--- src/hdl/tecs_pkg.sv ---
// Shared constants, codes, decode function and control structs for the tiny 8-bit core.
// No dependencies; the controller, datapath, core and testbench import this package.
package tecs_pkg;

	// code store depth (16..256) and its address width
	localparam int         CODE_DEPTH = 256;
	localparam int         CODE_AW    = $clog2(CODE_DEPTH);
	localparam logic [8:0] CODE_LIMIT = 9'(CODE_DEPTH);

	localparam int DATA_DEPTH = 256;
	localparam int DATA_AW    = $clog2(DATA_DEPTH);
	localparam int NUM_REGS   = 4;

	// commands
	localparam logic [1:0] CMD_WCODE = 2'd0;
	localparam logic [1:0] CMD_WDATA = 2'd1;
	localparam logic [1:0] CMD_START = 2'd2;
	localparam logic [1:0] CMD_EXEC  = 2'd3;

	// events
	localparam logic [2:0] EV_DONE   = 3'd0;
	localparam logic [2:0] EV_PRINT  = 3'd1;
	localparam logic [2:0] EV_RETURN = 3'd2;
	localparam logic [2:0] EV_FAULT  = 3'd3;
	localparam logic [2:0] EV_HALTED = 3'd4;

	// opcode prefixes, by prefix length
	localparam logic [1:0] OPC_ADD  = 2'b00;
	localparam logic [1:0] OPC_AND  = 2'b01;
	localparam logic [2:0] OPC_LODI = 3'b100;
	localparam logic [2:0] OPC_STOI = 3'b101;
	localparam logic [3:0] OPC_LOD  = 4'b1100;
	localparam logic [3:0] OPC_STO  = 4'b1101;
	localparam logic [3:0] OPC_BR   = 4'b1110;
	localparam logic [5:0] OPC_NOT  = 6'b111100;
	localparam logic [5:0] OPC_JMP  = 6'b111101;
	localparam logic [5:0] OPC_PRT  = 6'b111110;

	typedef enum logic [3:0] {
		OP_ADD, OP_AND, OP_LODI, OP_STOI, OP_LOD, OP_STO,
		OP_BR, OP_NOT, OP_JMP, OP_PRT, OP_RET
	} op_t;

	function automatic op_t decode_op(input logic [7:0] ins);
		op_t op;
		priority if (ins[7:6] == OPC_ADD)  op = OP_ADD;
		else if (ins[7:6] == OPC_AND)      op = OP_AND;
		else if (ins[7:5] == OPC_LODI)     op = OP_LODI;
		else if (ins[7:5] == OPC_STOI)     op = OP_STOI;
		else if (ins[7:4] == OPC_LOD)      op = OP_LOD;
		else if (ins[7:4] == OPC_STO)      op = OP_STO;
		else if (ins[7:4] == OPC_BR)       op = OP_BR;
		else if (ins[7:2] == OPC_NOT)      op = OP_NOT;
		else if (ins[7:2] == OPC_JMP)      op = OP_JMP;
		else if (ins[7:2] == OPC_PRT)      op = OP_PRT;
		else                               op = OP_RET;
		return op;
	endfunction

	// controller -> datapath
	typedef struct packed {
		logic do_wcode;
		logic do_wdata;
		logic do_start;
		logic do_halted;
		logic do_fault;
		logic do_fetch;
		logic do_exec;
		logic do_load;
	} ctl_cmd_t;

	// datapath -> controller
	typedef struct packed {
		logic halted;
		logic pc_bad;
		logic ins_lod;
	} dp_sts_t;

endpackage

--- src/hdl/tecs_ctrl.sv ---
// Controller FSM of the tiny 8-bit core: handshakes and command sequencing.
// Depends on tecs_pkg.
module tecs_ctrl (
	input  logic                clk,
	input  logic                arst_n,
	input  logic                in_valid,
	input  logic [1:0]          command,
	output logic                in_ready,
	output logic                out_valid,
	input  logic                out_ready,
	input  tecs_pkg::dp_sts_t   sts,
	output tecs_pkg::ctl_cmd_t  cmd_o
);
	import tecs_pkg::*;

	localparam logic [1:0] S_IDLE = 2'd0;
	localparam logic [1:0] S_EXEC = 2'd1;
	localparam logic [1:0] S_LOAD = 2'd2;

	logic [1:0] state_q, state_d;
	logic       out_valid_q;
	logic       accept;
	logic       res_load;

	assign in_ready  = (state_q == S_IDLE) && (!out_valid_q || out_ready);
	assign out_valid = out_valid_q;
	assign accept    = in_valid && in_ready;

	always_comb begin
		cmd_o   = '0;
		state_d = state_q;
		unique case (state_q)
			S_IDLE: begin
				if (accept) begin
					unique case (command)
						CMD_WCODE: cmd_o.do_wcode = 1'b1;
						CMD_WDATA: cmd_o.do_wdata = 1'b1;
						CMD_START: cmd_o.do_start = 1'b1;
						CMD_EXEC: begin
							priority if (sts.halted) cmd_o.do_halted = 1'b1;
							else if (sts.pc_bad)     cmd_o.do_fault  = 1'b1;
							else begin
								cmd_o.do_fetch = 1'b1;
								state_d        = S_EXEC;
							end
						end
						default: ;
					endcase
				end
			end
			S_EXEC: begin
				cmd_o.do_exec = 1'b1;
				state_d       = sts.ins_lod ? S_LOAD : S_IDLE;
			end
			S_LOAD: begin
				cmd_o.do_load = 1'b1;
				state_d       = S_IDLE;
			end
			default: state_d = S_IDLE;
		endcase
	end

	assign res_load = cmd_o.do_wcode | cmd_o.do_wdata | cmd_o.do_start | cmd_o.do_halted
		| cmd_o.do_fault | (cmd_o.do_exec & ~sts.ins_lod) | cmd_o.do_load;

	always_ff @(posedge clk or negedge arst_n) begin
		if (!arst_n) begin
			state_q     <= S_IDLE;
			out_valid_q <= 1'b0;
		end else begin
			state_q <= state_d;
			if (res_load)       out_valid_q <= 1'b1;
			else if (out_ready) out_valid_q <= 1'b0;
		end
	end

`ifndef SYNTH
	a_fetch_then_exec: assert property (@(posedge clk) disable iff (!arst_n)
		cmd_o.do_fetch |=> cmd_o.do_exec)
		else $error("fetch not followed by execute");
	a_load_after_lod: assert property (@(posedge clk) disable iff (!arst_n)
		(state_q == S_LOAD) |-> $past(cmd_o.do_exec && sts.ins_lod))
		else $error("load state without a lod instruction");
	a_no_overwrite: assert property (@(posedge clk) disable iff (!arst_n)
		(out_valid_q && !out_ready) |-> !res_load)
		else $error("pending result overwritten");
`endif
endmodule

--- config.mk ---
export PLATFORM = sky130hd
export DESIGN_NAME = tecs_ctrl
export DESIGN_NICKNAME = d
export VERILOG_FILES = /design/src/hdl/tecs_pkg.sv /design/src/hdl/tecs_ctrl.sv
export SDC_FILE = /design/constraint.sdc
export NUM_CORES = 1
export LEC_CHECK = 0
export BUFFER_PORTS_ARGS = -buffer_cell sky130_fd_sc_hd__buf_2
export CAP_MARGIN = 15
export CORE_AREA = 2 2 39 41
export CTS_CLUSTER_SIZE = 28
export DETAILED_ROUTE_END_ITERATION = 16
export DIE_AREA = 0 0 41 43
export HOLD_SLACK_MARGIN = 0.1
export MAX_ROUTING_LAYER = met4
export PLACE_DENSITY = 0.57
export SETUP_SLACK_MARGIN = 0.2
export SYNTH_ARGS = -nofsm -noshare
export SYNTH_HDL_FRONTEND = slang
export SYNTH_SLANG_ARGS = --single-unit
--- constraint.sdc ---
create_clock -name clk -period 3.2 [get_ports clk]
set_input_delay 0.8 -clock clk [delete_from_list [all_inputs] [get_ports clk]]
set_output_delay 0.8 -clock clk [all_outputs]
set_load 0.02 [all_outputs]
# Word level (Yosys, flattened, before mapping)

Index checks and enable logic that the tools add are counted.

Flip-flop bits (word level): 3
Input port bits: 9
Word-level logic and storage cells: 47
Output and inout bits: 10

Bitwise logic cells: 8
Eq/ne operators: 9
Multiplexer cells: 20
Reductions and logical operators: 8

Operators with widths:

| kind                 | number |
|---|---|
| $mux W2              | 6 |
| $mux W6              | 2 |
| $mux W1              | 10 |
| $eq A2 B2 Y1 const B | 3 |
| $ne A2 B2 Y1 const B | 3 |
| $or A1 B1 Y1         | 6 |
| $eq A2 B1 Y1 const B | 2 |
| $logic_not A2 Y1     | 2 |
| $pmux W2 S2          | 1 |
| $reduce_and A4 Y1    | 1 |
| $mux W3              | 1 |
| $logic_and A1 B1 Y1  | 2 |
| $ne A2 B1 Y1 const B | 1 |
| $reduce_bool A2 Y1   | 1 |
| $and A1 B1 Y1        | 1 |
| $logic_not A1 Y1     | 1 |
| $logic_or A1 B1 Y1   | 1 |
| $not A1 Y1           | 1 |

# Depth between registers and ports, before layout

Gate-level depths: netlist of the first run.

Depth after elaboration: 13
Depth in mapped cells: 3
Mapped depth without buffers: 2

# Worst setup path after synthesis of the first run

No wires, ideal clock.

Kind: in2out
Start point: in out_ready
End point: out cmd_o[2] (netlist bit)
Path slack: 0.911 ns
Arrival time: 1.489 ns
Stages on the path: 3
Path buffers: 1
Data required time: 2.400 ns
Cell sequence: nor2b_1 > buf_6 > nor4b_2

RTL lines:

| what        | RTL line        | text |
|---|---|---|
| from (decl) | tecs_ctrl.sv:10 | `input logic out_ready,` |
| to (decl)   | tecs_ctrl.sv:12 | `output tecs_pkg::ctl_cmd_t cmd_o` |

==> run metrics, run 1 <==
antenna violations before repair 0; CTS root buf clkbuf_4; Placement Setup Slack 809 ps; Port Buffers 18; most common library cell in the layout ignoring fill and taps buf_2; post-CTS resize count 0; Peak VDD IR 146 µV; Crit Path Max Fanout 5; unrepaired setup endpoints after global routing no; vias in the first global route 247; Core ar. 1380 µm²; Slew Limit Fails 0; cell family with most CP delay simple AND/OR/NAND/NOR gates; Worst Skew 3.74 ps; I/O pin count 19; CP peak stage delay 270 ps; CP Launch Type input pin; Post-Syn Area 314 µm²; TritonCTS clock tree built; grt ovf 0; CP bufs+invs 2; Layout area overhead 38.6%; total chip power 0.144 mW; fin crit period 2390 ps; Yosys Warn Count 0; max frequency 0.418 GHz; Min Hold Slack 352 ps; H-tree depth 1; Final Hold Viols 0; status complete, no violations; Die Area 1760 µm²; max cap viols 0; Slew @ Worst Pin 422 ps; drt wl/cell 10.7 µm; mean post-synth cell area 11.2 µm²; most frequent cells in the layout buf_2, nor4b_2; share of cells above drive strength 1 0.592; Hold-fix buffers, CTS 0; final worst setup slack 810 ps; design area 435 µm²; Non-Filler Instances 65; hpwl dp 576 µm; critical path's slowest cell nor4b_2; Die H 43 µm; Cell Chain, Critical Path buf_2 > nand3_1 > nor4b_2 > buf_2; Setup violations, final 0; dpl cell area 409 µm²; setup bufs post-CTS 0; Starting DRT DRC Count 1; CTS max path bufs 2; Routability Congestion 0.618; most frequent CP cell buf_2; cells after synthesis 28; CTS sink cnt 3; final period utilization 0.747; number of fill cells in the layout 152; total wire length 696 µm; num rows 14; first-pass GRT wire length 986 µm; CP arrival 1590 ps; Seq cells post-synth 3; Vias per Instance 4.52; CTS Buf Count 3; WP data required 2400 ps; clock latency on the worst-skew pair 230 ps; Cells after DPL 61; vias 294; Initial Util 0.227; Hold Crit Class input pin to async pin; Chip Width 41 µm; Core Util, Final 0.315; final net count 59; synthesized net count 37; TritonRoute pass-1 iters 2; Unique masters post-synth 15; DR DRC count 0; largest net degree at the start of global routing 10; total track usage 0.0918; Clock Pin Slew Worst Setup and Hold Paths 40 ps; diode count 0; Seq/Total Area, Yosys 0.239; setup_tns 0 ps; ANT nets after route 0; Worst Path Class, Setup input pin to output port; Lkg Pwr 0.202 nW; PwrDens 331 nW/µm²; critical path capture point type output port; Relative slew margins 0.719
[state kept, by name (all words and copies together), names as in the netlist]
signal and count:
out_valid 1, state_q 2
[cell usage after synthesis]
| cell type | count | share of area |
|---|---|---|
| nor4b_2 | 5 | 0.24 |
| dfrtp_1 | 3 | 0.24 |
| nand2b_1 | 3 | 0.060 |
| nor2_1 | 3 | 0.036 |
| nor2b_1 | 3 | 0.060 |
| buf_6 | 2 | 0.072 |
| a2111o_1 | 1 | 0.036 |
| and2_1 | 1 | 0.020 |
| and2b_1 | 1 | 0.024 |
| nand3_1 | 1 | 0.016 |
| nand4bb_1 | 1 | 0.036 |
| nor3b_1 | 1 | 0.024 |
| nor4_2 | 1 | 0.040 |
| nor4bb_4 | 1 | 0.080 |
| or2_1 | 1 | 0.020 |
[where the power goes]
part / switching (mW) / internal (mW)
Clock: 0.0199 / 0.0468
Combinational: 0.0206 / 0.0164
Sequential: 0.000728 / 0.0396
[layer usage]
| layer | global-route usage | part of all wire | up-vias |
|---|---|---|---|
| met2 | 0.113 | 0.37 | 21 |
| met3 | 0.0314 | 0.13 | 2 |
| li1 | - | - | 146 |
| met1 | 0.114 | 0.48 | 125 |
| met4 | 0.0800 | 0.022 | 0 |
| met5 | - | 0 | - |
[cells by family (layout without fill, tap and decap cells)]
family / count (synthesis) / count (layout) / share of synthesized area
compound gates: 1 / 1 / 0.0359
buf+inv: 2 / 23 / 0.0717
flops: 3 / 3 / 0.239
simple gates: 22 / 22 / 0.653
[path summary, 6_finish.rpt]
path,start,end,slack [ps],cells past startpoint
min,arst_n,out_valid,350,1
min in group clk,state_q[0],state_q[1],690,2
max in group asynchronous,arst_n,state_q[1],2740,1
min reg2reg,state_q[0],state_q[1],690,2
max,in_valid,cmd_o[2],810,4
max reg2reg,state_q[0],state_q[0],1990,2
[area by class of cell]
class / count / area [µm²] / area share
Multi-Input combinational cell: 23 / 216 / 0.497
Tap cell: 16 / 20.0 / 0.0460
Timing Repair Buffer: 19 / 97.6 / 0.224
Clock buffer: 4 / 26.3 / 0.0603
Sequential cell: 3 / 75.1 / 0.172
(Power assumes the default switching activity.)
==> inputs of run 2 (changes only) <==
clock period = 2.3 ns   (was 3.2 ns; I/O delays follow)
==> run metrics, run 2 (synthesis gave the netlist of run 1 again) <==
Relative slew margins 0.845 (+0.126); setup bufs post-CTS 0 (unchanged); DR DRC count 0 (unchanged); final net count 59 (unchanged); clock latency on the worst-skew pair 230 ps (about the same); Port Buffers 18 (unchanged); largest net degree at the start of global routing 10 (unchanged); hpwl dp 580 µm (+0.71%); total track usage 0.0899 (-0.00197); TritonCTS clock tree built; Slew Limit Fails 0 (unchanged); I/O pin count 19 (unchanged); Peak VDD IR 205 µV (+41%); diode count 0 (unchanged); critical path capture point type output port; CP Launch Point state_q[0]; Flop pwr share 0.279 (about the same); Worst Path Class, Setup flip-flop to output port; setup_tns 0 ps (unchanged); drt wl/cell 10.6 µm (-0.57%); Layout area overhead 39.4%; dpl cell area 409 µm² (unchanged); unrepaired setup endpoints after global routing no; most frequent cells in the layout buf_2, nor4b_2; Setup violations, final 0 (unchanged); max cap viols 0 (unchanged); WP data required 1730 ps (-670 ps); TritonRoute pass-1 iters 2 (unchanged); Clock power frac 0.463 (about the same); first-pass GRT wire length 966 µm (-2.0%); P_sw 0.0577 mW (+40%); combinational fraction of design power 0.258 (about the same); CTS sink cnt 3 (unchanged); final period utilization 0.865; register with the most flip-flops state_q; total wire length 692 µm (-0.57%); CP arrival 1410 ps (-180 ps); PwrDens 459 nW/µm² (+39%); Hold Crit Class input pin to async pin; Clock Pin Slew Worst Setup and Hold Paths 40 ps (about the same); Vias per Instance 4.51 (-0.34%); num rows 14 (unchanged); Routability Congestion 0.658 (+6.5%); CP Launch Type flip-flop; Lkg Pwr 0.202 nW (about the same); Critical R2R Launch out_valid; grt ovf 0 (unchanged); design area 438 µm² (+0.57%); ANT nets after route 0 (unchanged); Crit Path Max Fanout 8 (+3); Chip Width 41 µm (unchanged); max frequency 0.503 GHz; Sw Share 0.287 (+0.000368); Slew @ Worst Pin 232 ps (-189 ps); vias 293 (-0.34%); antenna violations before repair 0 (unchanged); CTS Buf Count 3 (unchanged); status complete, no violations; fin crit period 1990 ps; Starting DRT DRC Count 6 (+5); CTS max path bufs 2 (unchanged); Core ar. 1380 µm² (unchanged); vias in the first global route 246 (-0.40%); H-tree depth 1 (unchanged); P_int 0.143 mW (+39%); Die H 43 µm (unchanged); Die Area 1760 µm² (unchanged); Worst Skew 3.75 ps (+0.00769 ps); CTS root buf clkbuf_4; share of cells above drive strength 1 0.612 (+0.0204); Largest register FFs 2 (unchanged); Final Hold Viols 0 (unchanged); most common library cell in the layout ignoring fill and taps buf_2; Initial Util 0.227 (unchanged)
[run 2: cell types whose count changed in the layout (fill, tap and decap cells not counted)]
cell	change
or2_4	+1
or2_1	-1
[run 2: path summary, 6_finish.rpt]
| path | slack, ps | endpoint | cells past startpoint |
|---|---|---|---|
| worst max-delay path | 310 | cmd_o[3] | 3 |
| worst min-delay path | 130 | out_valid | 1 |
| worst max register to register | 1140 | out_valid | 3 |
| worst min register to register | 680 | state_q[0] | 2 |
| max in group asynchronous | 2060 | state_q[1] | 1 |
| min in group clk | 570 | state_q[1] | 2 |
[run 2: what timing repair did]
| action | 4_1_cts | 5_1_grt |
|---|---|---|
| setup endpoints to repair | 1 | 0 |
| hold buffers | 0 | 0 |
| gates resized for setup | 1 | 0 |
[run 2: stage by stage]
stage               power, mW  hold WS [ps]  setup WS [ps]  std cells   util
CTS                     0.207           121            303         65  0.316
detailed placement      0.109           376            353         61  0.296
floorplan              0.0911           279            461         28      -
finish                  0.201           128            311         65  0.316
global placement        0.109           373            349         61  0.296
global route            0.214           119            209         65  0.316
[run 2: power groups by stage]
| stage | clock network (mW) | registers, mW | logic, mW |
|---|---|---|---|
| 2_1_floorplan | 0 | 0.0587 | 0.0324 |
| 3_3_place_gp | 0 | 0.0566 | 0.0519 |
| 3_5_place_dp | 0 | 0.0566 | 0.0520 |
| 4_1_cts | 0.0981 | 0.0560 | 0.0525 |
| 5_1_grt | 0.101 | 0.0562 | 0.0566 |
| 6_report | 0.0931 | 0.0560 | 0.0519 |
[run 2: worst max-delay path: stages, from the launching register on]
cell     delay (ps)
dfrtp_1         400
or2_4           300
nor4_2          270
buf_2           210
[run 2: area by class of cell]
class                           count  area (µm²)
Multi-Input combinational cell     23         219
Tap cell                           16        20.0
Sequential cell                     3        75.1
Timing Repair Buffer               19        97.6
Clock buffer                        4        26.3
Fill cell                         144         946
[run 2: layer usage]
metal	routed length, µm	track usage	vias up
li1	-	-	147
met1	323	0.111	123
met2	265	0.106	21
met3	87	0.0366	2
met4	15	0.0800	0
met5	0	-	-
==> inputs of run 3 (changes only) <==
ABC_CLOCK_PERIOD_IN_PS = 2300   (was default)
RECOVER_POWER = 50   (was default)
==> run metrics, run 3 (synthesis gave the netlist of run 1 again) <==
CP Launch Type flip-flop; Core Util, Final 0.313 (-0.00362); Slew @ Worst Pin 249 ps (+16.6 ps); number of fill cells in the layout 148 (+2.8%); Hold-fix buffers, CTS 0 (unchanged); Initial Util 0.227 (unchanged); H-tree depth 1 (unchanged); WP data required 1730 ps (about the same); Starting DRT DRC Count 6 (unchanged); vias in the first global route 246 (unchanged); first-pass GRT wire length 966 µm (unchanged); final net count 59 (unchanged); drt wl/cell 10.6 µm (-0.72%); CTS Buf Count 3 (unchanged); I/O pin count 19 (unchanged); Port Buffers 18 (unchanged); Worst Path Class, Setup flip-flop to output port; Lkg Pwr 0.189 nW (-6.5%); vias 293 (unchanged); antenna violations before repair 0 (unchanged); Min Hold Slack 140 ps (+12.3 ps); most common library cell in the layout ignoring fill and taps buf_2; Hold Crit Class input pin to async pin; clock latency on the worst-skew pair 230 ps (about the same); CTS root buf clkbuf_4; most frequent cells in the layout buf_2, nor4b_2, clkbuf_1; final period utilization 0.865 (about the same); ANT nets after route 0 (unchanged); Die H 43 µm (unchanged); TritonRoute pass-1 iters 2 (unchanged); Largest register FFs 2 (unchanged); final worst setup slack 310 ps (-0.184 ps); setup_tns 0 ps (unchanged); Routability Congestion 0.658 (unchanged); Worst Skew 3.82 ps (+0.0715 ps); Placement Setup Slack 353 ps (unchanged); setup bufs post-CTS 0 (unchanged); max cap viols 0 (unchanged); fin crit period 1990 ps (+0.184 ps); grt ovf 0 (unchanged); Slew Limit Fails 0 (unchanged); Relative slew margins 0.835 (-0.00993); diode count 0 (unchanged); Crit Path Max Fanout 8 (unchanged); Vias per Instance 4.51 (unchanged); Clock Pin Slew Worst Setup and Hold Paths 40 ps (about the same); CTS max path bufs 2 (unchanged); post-CTS resize count 1 (unchanged); hpwl dp 580 µm (unchanged); TritonCTS clock tree built; total wire length 687 µm (-0.72%); critical path capture point type output port; total track usage 0.0899 (unchanged); Core ar. 1380 µm² (unchanged); PwrDens 462 nW/µm² (+0.67%); max frequency 0.503 GHz (about the same); num rows 14 (unchanged); Die Area 1760 µm² (unchanged); Reg2Reg Setup Slack 1130 ps (about the same); DR DRC count 0 (unchanged); CTS sink cnt 3 (unchanged); CP arrival 1410 ps (about the same); Peak VDD IR 206 µV (about the same); largest net degree at the start of global routing 10 (unchanged); total chip power 0.200 mW (-0.48%); share of cells above drive strength 1 0.531 (-0.0816); unrepaired setup endpoints after global routing no; status complete, no violations; Layout area overhead 37.8%; Setup violations, final 0 (unchanged); Final Hold Viols 0 (unchanged); Chip Width 41 µm (unchanged); register with the most flip-flops state_q
run 3: cell types whose count changed in the layout (fill, tap and decap cells not counted), sizes merged:
cell and delta:
buf -4, clkbuf +4
run 3: power breakdown:
group          internal [mW]  total (mW)  switching (mW)
clock                 0.0651      0.0931          0.0281
sequential            0.0550      0.0560        0.000984
combinational         0.0222      0.0508          0.0287
total                  0.142       0.200          0.0577
run 3: metal layers:
layer	vias to the layer above	global-route usage	wire, µm
li1	147	-	-
met1	123	0.111	323
met2	21	0.106	265
met3	2	0.0366	83
met4	0	0.0800	15
met5	-	-	0
run 3: stage by stage:
| stage | cells | area, µm² |
|---|---|---|
| 3_3_place_gp | 61 | 409 |
| 2_1_floorplan | 28 | 314 |
| 6_report | 65 | 433 |
| 3_5_place_dp | 61 | 409 |
| 5_1_grt | 65 | 433 |
| 4_1_cts | 65 | 438 |
run 3: final cells by class:
type	count	area [µm²]	share of cell area
clock buffers	4	26.3	0.0607
multi-input cells	23	219	0.506
flip-flops and latches	3	75.1	0.173
well taps	16	20.0	0.0462
repair buffers	19	92.6	0.214
run 3: final timing paths:
| kind | cells past startpoint | end | start |
|---|---|---|---|
| setup / recovery | 3 | cmd_o[3] | state_q[0] |
| hold / removal | 1 | out_valid | arst_n |
| setup reg to reg | 3 | out_valid | out_valid |
| hold reg to reg | 2 | state_q[0] | state_q[1] |
| max in group asynchronous | 1 | state_q[1] | arst_n |
| min in group clk | 2 | state_q[1] | sts[0] |
run 3: critical path, stage by stage, from the launching register on:
cell and delay, ps:
dfrtp_1 400, or2_4 300, nor4_2 270, buf_2 210
